File: config.mk
export PLATFORM = sky130hd
export DESIGN_NAME = gregorian_date_add_days
export DESIGN_NICKNAME = d
export VERILOG_FILES = /design/src/rtl/gdad_pkg.sv /design/src/rtl/gdad_mod400.sv /design/src/rtl/gregorian_date_add_days.sv
export SDC_FILE = /design/constraint.sdc
export NUM_CORES = 1
export LEC_CHECK = 0
export BUFFER_PORTS_ARGS = -buffer_cell sky130_fd_sc_hd__buf_2
export CORE_ASPECT_RATIO = 0.9
export CORE_MARGIN = 5
export CORE_UTILIZATION = 35
export DETAILED_ROUTE_END_ITERATION = 10
export PLACE_DENSITY_LB_ADDON = 0.05
export REMOVE_ABC_BUFFERS = 1
export SYNTH_ARGS = -nofsm -noshare
export SYNTH_HDL_FRONTEND = slang
export SYNTH_SLANG_ARGS = --single-unit
File: constraint.sdc
create_clock -name clk -period 14 [get_ports clk]
set_input_delay 0.7 -clock clk [delete_from_list [all_inputs] [get_ports clk]]
set_output_delay 0.7 -clock clk [all_outputs]
set_load 0.02 [all_outputs]
File: src/rtl/gdad_pkg.sv
package gdad_pkg;

	localparam int YEAR_BITS_DEF = 14;
	localparam int ADD_BITS_DEF  = 16;

	localparam int DAY_W    = 5;
	localparam int MONTH_W  = 4;
	localparam int STATUS_W = 2;

	// Year modulo 400 fits in nine bits
	localparam int R400_W = 9;
	localparam logic [R400_W-1:0] R400_LAST = R400_W'(399);

	localparam int DAYS_PER_400 = 146097;
	localparam int YEARS_STEP   = 400;

	localparam logic [STATUS_W-1:0] ST_OK       = 2'd0;
	localparam logic [STATUS_W-1:0] ST_INVALID  = 2'd1;
	localparam logic [STATUS_W-1:0] ST_OVERFLOW = 2'd2;

	localparam logic [MONTH_W-1:0] MON_JAN = 4'd1;
	localparam logic [MONTH_W-1:0] MON_FEB = 4'd2;
	localparam logic [MONTH_W-1:0] MON_APR = 4'd4;
	localparam logic [MONTH_W-1:0] MON_JUN = 4'd6;
	localparam logic [MONTH_W-1:0] MON_SEP = 4'd9;
	localparam logic [MONTH_W-1:0] MON_NOV = 4'd11;
	localparam logic [MONTH_W-1:0] MON_DEC = 4'd12;

	// Leap test from year mod 400: divisible by 4, not by 100, unless by 400
	function automatic logic is_leap(input logic [R400_W-1:0] r);
		logic cent;
		cent = (r == R400_W'(100)) || (r == R400_W'(200)) || (r == R400_W'(300));
		return (r[1:0] == 2'b00) && !cent;
	endfunction

	function automatic logic [DAY_W-1:0] month_len(input logic [MONTH_W-1:0] m,
			input logic leap);
		logic [DAY_W-1:0] len;
		len = DAY_W'(31);
		if (m == MON_FEB) begin
			len = leap ? DAY_W'(29) : DAY_W'(28);
		end else if (m == MON_APR || m == MON_JUN || m == MON_SEP || m == MON_NOV) begin
			len = DAY_W'(30);
		end
		return len;
	endfunction

endpackage

File: src/rtl/gdad_mod400.sv
module gdad_mod400 #(
	parameter int YEAR_BITS = gdad_pkg::YEAR_BITS_DEF
) (
	input  logic                          clk,
	input  logic                          arst_n,
	input  logic                          start,
	input  logic [YEAR_BITS-1:0]          year,
	output logic                          done,
	output logic [gdad_pkg::R400_W-1:0]   rem
);
	import gdad_pkg::*;

	// Reciprocal of 400 scaled by 2^29; gives the exact quotient for years below 2^20
	localparam int RECIP_SHIFT = 29;
	localparam int RECIP_W     = 21;
	localparam logic [RECIP_W-1:0] RECIP_400 = RECIP_W'(1342178);
	localparam int PROD_W = YEAR_BITS + RECIP_W;
	localparam int QUO_W  = PROD_W - RECIP_SHIFT;

	logic [YEAR_BITS-1:0] yr_q;
	logic [QUO_W-1:0]     quo_q;
	logic                 mul_q;
	logic                 done_q;
	logic [PROD_W-1:0]    prod;
	logic [YEAR_BITS-1:0] back;
	logic [YEAR_BITS-1:0] diff;

	// Multiply the registered year by the reciprocal into the quotient register, then subtract the quotient times 400
	assign prod = PROD_W'(yr_q) * PROD_W'(RECIP_400);
	assign back = YEAR_BITS'(quo_q) * YEAR_BITS'(YEARS_STEP);
	assign diff = yr_q - back;

	always_ff @(posedge clk or negedge arst_n) begin
		if (!arst_n) begin
			mul_q  <= 1'b0;
			done_q <= 1'b0;
		end else begin
			mul_q  <= start;
			done_q <= mul_q;
		end
	end

	always_ff @(posedge clk) begin
		if (start) begin
			yr_q <= year;
		end
		if (mul_q) begin
			quo_q <= prod[PROD_W-1:RECIP_SHIFT];
		end
	end

	assign done = done_q;
	assign rem  = diff[R400_W-1:0];

endmodule

File: src/rtl/gregorian_date_add_days.sv
// Channel  | Handshake           | Payload
// ---------+---------------------+-----------------------------------------------
// request  | in_valid / in_stall | start_day, start_month, start_year, days_to_add
// result   | out_valid/out_stall | end_day, end_month, end_year, status
//
// A request passes through accept, year mod 400, date check, 400-year skips,
// month steps, landing and finish; an invalid date goes from the check
// straight to finish.
// Reset clears the sequencer and the result valid flag; date registers hold.
// in_stall stays high from accept until the result is loaded into the output
// register; a request is taken while a finished result still waits downstream.
module gregorian_date_add_days #(
	parameter int YEAR_BITS = gdad_pkg::YEAR_BITS_DEF,
	parameter int ADD_BITS  = gdad_pkg::ADD_BITS_DEF
) (
	input  logic                           clk,
	input  logic                           arst_n,
	input  logic                           in_valid,
	output logic                           in_stall,
	input  logic [gdad_pkg::DAY_W-1:0]     start_day,
	input  logic [gdad_pkg::MONTH_W-1:0]   start_month,
	input  logic [YEAR_BITS-1:0]           start_year,
	input  logic [ADD_BITS-1:0]            days_to_add,
	output logic                           out_valid,
	input  logic                           out_stall,
	output logic [gdad_pkg::DAY_W-1:0]     end_day,
	output logic [gdad_pkg::MONTH_W-1:0]   end_month,
	output logic [YEAR_BITS-1:0]           end_year,
	output logic [gdad_pkg::STATUS_W-1:0]  status
);
	import gdad_pkg::*;

	// Compare width wide enough for the 400-year day count
	localparam int LW = (ADD_BITS > 18) ? ADD_BITS : 18;
	localparam logic [YEAR_BITS-1:0] YEAR_MAX = {YEAR_BITS{1'b1}};

	typedef enum logic [2:0] {
		S_IDLE,
		S_MOD,
		S_CHECK,
		S_SKIP,
		S_WALK,
		S_FINISH
	} state_t;

	state_t                state_q;
	logic [DAY_W-1:0]      d_q;
	logic [MONTH_W-1:0]    m_q;
	logic [YEAR_BITS-1:0]  y_q;
	logic [ADD_BITS-1:0]   left_q;
	logic [R400_W-1:0]     r_q;
	logic [STATUS_W-1:0]   st_q;
	logic                  out_valid_q;
	logic [DAY_W-1:0]      end_day_q;
	logic [MONTH_W-1:0]    end_month_q;
	logic [YEAR_BITS-1:0]  end_year_q;
	logic [STATUS_W-1:0]   status_q;

	logic                  accept;
	logic                  mod_done;
	logic [R400_W-1:0]     mod_rem;
	logic [DAY_W-1:0]      len;
	logic [DAY_W-1:0]      rem_days;
	logic [ADD_BITS-1:0]   step_days;
	logic                  month_bad;
	logic                  can_skip;
	logic                  out_free;

	assign accept   = in_valid && (state_q == S_IDLE);
	assign in_stall = (state_q != S_IDLE);
	assign out_free = !out_valid_q || !out_stall;

	gdad_mod400 #(
		.YEAR_BITS (YEAR_BITS)
	) u_mod400 (
		.clk    (clk),
		.arst_n (arst_n),
		.start  (accept),
		.year   (start_year),
		.done   (mod_done),
		.rem    (mod_rem)
	);

	// Shared month-length unit, fed from the working date
	assign len       = month_len(m_q, is_leap(r_q));
	assign rem_days  = len - d_q;
	assign step_days = ADD_BITS'(rem_days) + ADD_BITS'(1);
	assign month_bad = (m_q < MON_JAN) || (m_q > MON_DEC) || (d_q == '0) || (d_q > len);
	assign can_skip  = (LW'(left_q) >= LW'(DAYS_PER_400))
		&& ((YEAR_BITS+1)'(y_q) + (YEAR_BITS+1)'(YEARS_STEP) <= (YEAR_BITS+1)'(YEAR_MAX));

	always_ff @(posedge clk or negedge arst_n) begin
		if (!arst_n) begin
			state_q     <= S_IDLE;
			out_valid_q <= 1'b0;
		end else begin
			// Load a finished result, or drop the valid flag once it is taken
			if (state_q == S_FINISH && out_free) begin
				out_valid_q <= 1'b1;
			end else if (out_valid_q && !out_stall) begin
				out_valid_q <= 1'b0;
			end
			case (state_q)
				S_IDLE: begin
					if (accept) begin
						state_q <= S_MOD;
					end
				end
				S_MOD: begin
					if (mod_done) begin
						state_q <= S_CHECK;
					end
				end
				S_CHECK: begin
					state_q <= month_bad ? S_FINISH : S_SKIP;
				end
				S_SKIP: begin
					if (!can_skip) begin
						state_q <= S_WALK;
					end
				end
				S_WALK: begin
					if (left_q == '0 || left_q <= ADD_BITS'(rem_days)) begin
						state_q <= S_FINISH;
					end else if (m_q == MON_DEC && y_q == YEAR_MAX) begin
						state_q <= S_FINISH;
					end
				end
				S_FINISH: begin
					if (out_free) begin
						state_q <= S_IDLE;
					end
				end
				default: begin
					state_q <= S_IDLE;
				end
			endcase
		end
	end

	always_ff @(posedge clk) begin
		case (state_q)
			S_IDLE: begin
				if (accept) begin
					d_q    <= start_day;
					m_q    <= start_month;
					y_q    <= start_year;
					left_q <= days_to_add;
					st_q   <= ST_OK;
				end
			end
			S_MOD: begin
				if (mod_done) begin
					r_q <= mod_rem;
				end
			end
			S_CHECK: begin
				if (month_bad) begin
					st_q <= ST_INVALID;
				end
			end
			S_SKIP: begin
				// 400 years always span the same day count; year mod 400 holds
				if (can_skip) begin
					left_q <= left_q - ADD_BITS'(DAYS_PER_400);
					y_q    <= y_q + YEAR_BITS'(YEARS_STEP);
				end
			end
			S_WALK: begin
				if (left_q == '0) begin
					left_q <= '0;
				end else if (left_q <= ADD_BITS'(rem_days)) begin
					// Land inside this month
					d_q    <= d_q + left_q[DAY_W-1:0];
					left_q <= '0;
				end else if (m_q == MON_DEC) begin
					if (y_q == YEAR_MAX) begin
						st_q <= ST_OVERFLOW;
						d_q  <= DAY_W'(31);
						m_q  <= MON_DEC;
					end else begin
						left_q <= left_q - step_days;
						d_q    <= DAY_W'(1);
						m_q    <= MON_JAN;
						y_q    <= y_q + YEAR_BITS'(1);
						r_q    <= (r_q == R400_LAST) ? '0 : r_q + R400_W'(1);
					end
				end else begin
					// Advance to the first of the next month
					left_q <= left_q - step_days;
					d_q    <= DAY_W'(1);
					m_q    <= m_q + MONTH_W'(1);
				end
			end
			S_FINISH: begin
				if (out_free) begin
					end_day_q   <= d_q;
					end_month_q <= m_q;
					end_year_q  <= y_q;
					status_q    <= st_q;
				end
			end
			default: begin
				left_q <= left_q;
			end
		endcase
	end

	assign out_valid = out_valid_q;
	assign end_day   = end_day_q;
	assign end_month = end_month_q;
	assign end_year  = end_year_q;
	assign status    = status_q;

endmodule

==> implementation parameters <==
Parameter                              Value

Critical path
  CP Class    reg2reg
  R2r endpoint    u_mod400.quo_q[3]$_DFFE_PP_
  Arrival time at the worst endpoint    6.02 ns
  Largest fanout of any net on the critical path    6
  R2R Setup Slk    8.20 ns
  Beginning of the worst register-to-register path    u_mod400.yr_q[11]$_DFFE_PP_
  Crit path launch type    flop
  Depth of the worst register-to-register path    19
  Crit-path slowest cell    or4b_2
  Peak per-stage delay on the critical path    0.64 ns
  Required @ worst endpoint    14.22 ns
  Worst Setup End Kind    flop
  Cell chain of the critical path    fa_1 -> inv_1 -> fa_1 -> inv_1 -> fa_1 -> inv_1 -> fa_1 -> inv_1 -> fa_1 -> inv_1 -> fa_1 -> inv_1 -> ha_1 -> nand3_1 -> o211ai_1 -> a41oi_1 -> a21oi_1 -> or4b_2 -> nand3_1

Yosys
  Synth Cell Area    9980 um2
  Post-synth top flop    edfxtp_1
  Share of synthesized area occupied by flip-flops and latches    29.8%
  Cells after synthesis    947
  Count of unique library cells instantiated by Yosys    68
  Synthesized area per cell    10.5 um2
  Total of flip-flops plus latches after synthesis    100
  EDFF count, synth    94
  Syn. warnings    0
  Post-synth ARST share    6.00%

STA
  Count of pins over their slew limit    0
  Worst-Margin Slew    0.935 ns
  Final hold viol count    0
  Maximum clock frequency    0.172 GHz
  Worst hold slack after final layout    0.173 ns
  Setup-violating endpoint count in the final report    0
  Setup TNS    0 ns
  Period utilization    41.4%
  Headroom to the max-slew limit    37.5%
  Minimum period implied by the final worst setup slack    5.80 ns
  Unrepaired setup endpoints after global routing    no
  Worst clock skew on the final layout    0.0157 ns

GRT
  Maximum number of pins on one net before global-route repair    31
  Number of global-route vias before repair    7,014
  First-pass GRT wire length    41,000 um
  Initial antenna violation count    0
  Overall Global Routing Usage    16.6%
  GRT Residual Overflow    0

Run status
  Status    complete, no violations

Detailed routing
  Number of detailed-route iterations in the first pass    5
  Routed Wire Length    26,100 um
  Vias per Instance    5.13
  DR vias    7,032
  Number of DRC violations after detailed-routing iteration 0    341
  Antenna Nets Post-Route    0
  DR WL/cell    19.0 um
  Drc violations    0

Clocking
  Post-CTS Hold Buffers    0
  Count of buffers added by post-CTS timing repair for setup    0
  Clock latency on the worst-skew pair    0.36 ns
  CTS root buffer    clkbuf_16
  Cts bufs inserted    9
  Clock slew seen by the registers of the worst setup and hold paths    0.07 ns
  CTS resizes    0
  Maximum buffer depth of the clock tree    2
  Number of levels in the clock H-tree    3
  Clock tree from TritonCTS    done
  Clock sink total    100

Final layout
  Antenna cells    0
  Area taken by multi-input logic gates    6330 um2
  Fraction of layout instances using a drive strength above 1    10.5%
  Layout Nets    1,289
  Final Instance Count excl. Fillers    1,372
  Leading cell types in the layout, fill and taps excluded    inv_1 (154), ha_1 (152), edfxtp_1 (94)
  Most frequent standard cell in the layout excluding fill and tap cells    inv_1
  Storage cell area    2970 um2
  Area Overhead vs Synth    10.4%
  FILL cells    2,796

Hold path
  Class of the most critical hold timing path    in2async

Floorplan
  Initial core utilization    35.6%
  X dimension of the die    188 um
  Number of core rows    58
  Vertical die dimension    170 um
  Core ar.    28,000 um2
  Boundary pin count    70
  Die ar.    32,000 um2

Placed design
  Port Buffer Count    69
  Weighted congestion at the end of routability-driven global placement    0.870
  DP Wirelength    21,400 um
  Placed Cells    1,356

Run
  Max-cap violation count    0
stage by stage:
stage	util [%]	setup WS [ns]	cell area (um2)
2_1_floorplan	-	8.46	9870
3_3_place_gp	38.3	8.23	10700
3_5_place_dp	38.3	8.21	10700
4_1_cts	39.4	8.20	11000
5_1_grt	39.4	7.83	11000
6_report	39.4	8.20	11000
state kept, by name (all words and copies together), names as in the netlist:
register and count:
state_q 3, status 2, d_q 5, end_day 5
u_mod400.quo_q 5, m_q 4, u_mod400.mul_q 1, u_mod400.done 1
st_q 2, out_valid 1, y_q 14, end_year 14
left_q 16, u_mod400.yr_q 14, r_q 9, end_month 4
per-layer routing:
layer / vias up / share of wire, % / track usage (%)
met5: - / 0 / 0
li1: 3445 / - / -
met2: 137 / 41 / 23.6
met1: 3441 / 54 / 26.8
met4: 0 / 0.67 / 2.55
met3: 9 / 4.5 / 2.67
kinds of logic after synthesis:
logic type,Yosys count,synth area share (%)
AO/OA/AOI/OAI,189,12.7
XOR/XNOR,49,4.30
adder cells (fa/ha/maj),239,36.5
buffers and inverters,181,6.97
flip-flops,100,29.8
multiplexers,5,0.501
AND/OR/NAND/NOR,184,9.24
critical path: cells and delay by family, from the launching register on:
kind / cells / cell delay [ns]
flip-flops: 1 / 0.53
AO/OA/AOI/OAI: 3 / 0.46
adder cells (fa/ha/maj): 7 / 3.49
AND/OR/NAND/NOR: 3 / 0.84
buffers and inverters: 6 / 0.34
final cells by class:
class,count,area share [%]
inverters,154,5.24
repair buffers,76,3.61
multi-input cells,666,57.4
flip-flops and latches,100,27.0
clock inverters,5,0.579
clock buffers,11,2.11
well taps,360,4.09
synthesized netlist by cell type, drive strengths merged, types with 8 or more instances:
cell | count | area share (%)
xor2 | 20 | 1.8
edfxtp | 94 | 28
a21o | 17 | 1.3
and3 | 8 | 0.50
a21oi | 42 | 2.1
nand3 | 21 | 1.1
nand2 | 51 | 1.9
ha | 152 | 19
o22ai | 13 | 0.81
clkbuf | 23 | 0.86
o21ai | 41 | 2.2
xnor2 | 29 | 2.5
fa | 87 | 17
nor2 | 48 | 1.8
inv | 154 | 5.8
worst max path at each step:
stage / start / to / slack [ns] / cells after the start
final: u_mod400.yr_q[11]$_DFFE_PP_ / u_mod400.quo_q[3]$_DFFE_PP_ / 8.20 / 19
after global routing: u_mod400.yr_q[11]$_DFFE_PP_ / u_mod400.quo_q[4]$_DFFE_PP_ / 7.83 / 19
after CTS: u_mod400.yr_q[11]$_DFFE_PP_ / u_mod400.quo_q[3]$_DFFE_PP_ / 8.20 / 19
after detailed placement: u_mod400.yr_q[11]$_DFFE_PP_ / u_mod400.quo_q[3]$_DFFE_PP_ / 8.21 / 19
after global placement: u_mod400.yr_q[11]$_DFFE_PP_ / u_mod400.quo_q[3]$_DFFE_PP_ / 8.23 / 19
after floorplan: u_mod400.yr_q[11]$_DFFE_PP_ / u_mod400.quo_q[3]$_DFFE_PP_ / 8.46 / 19
Power is not shown: default switching activity piles up to over one toggle a cycle in this logic, so the estimate is an artifact.
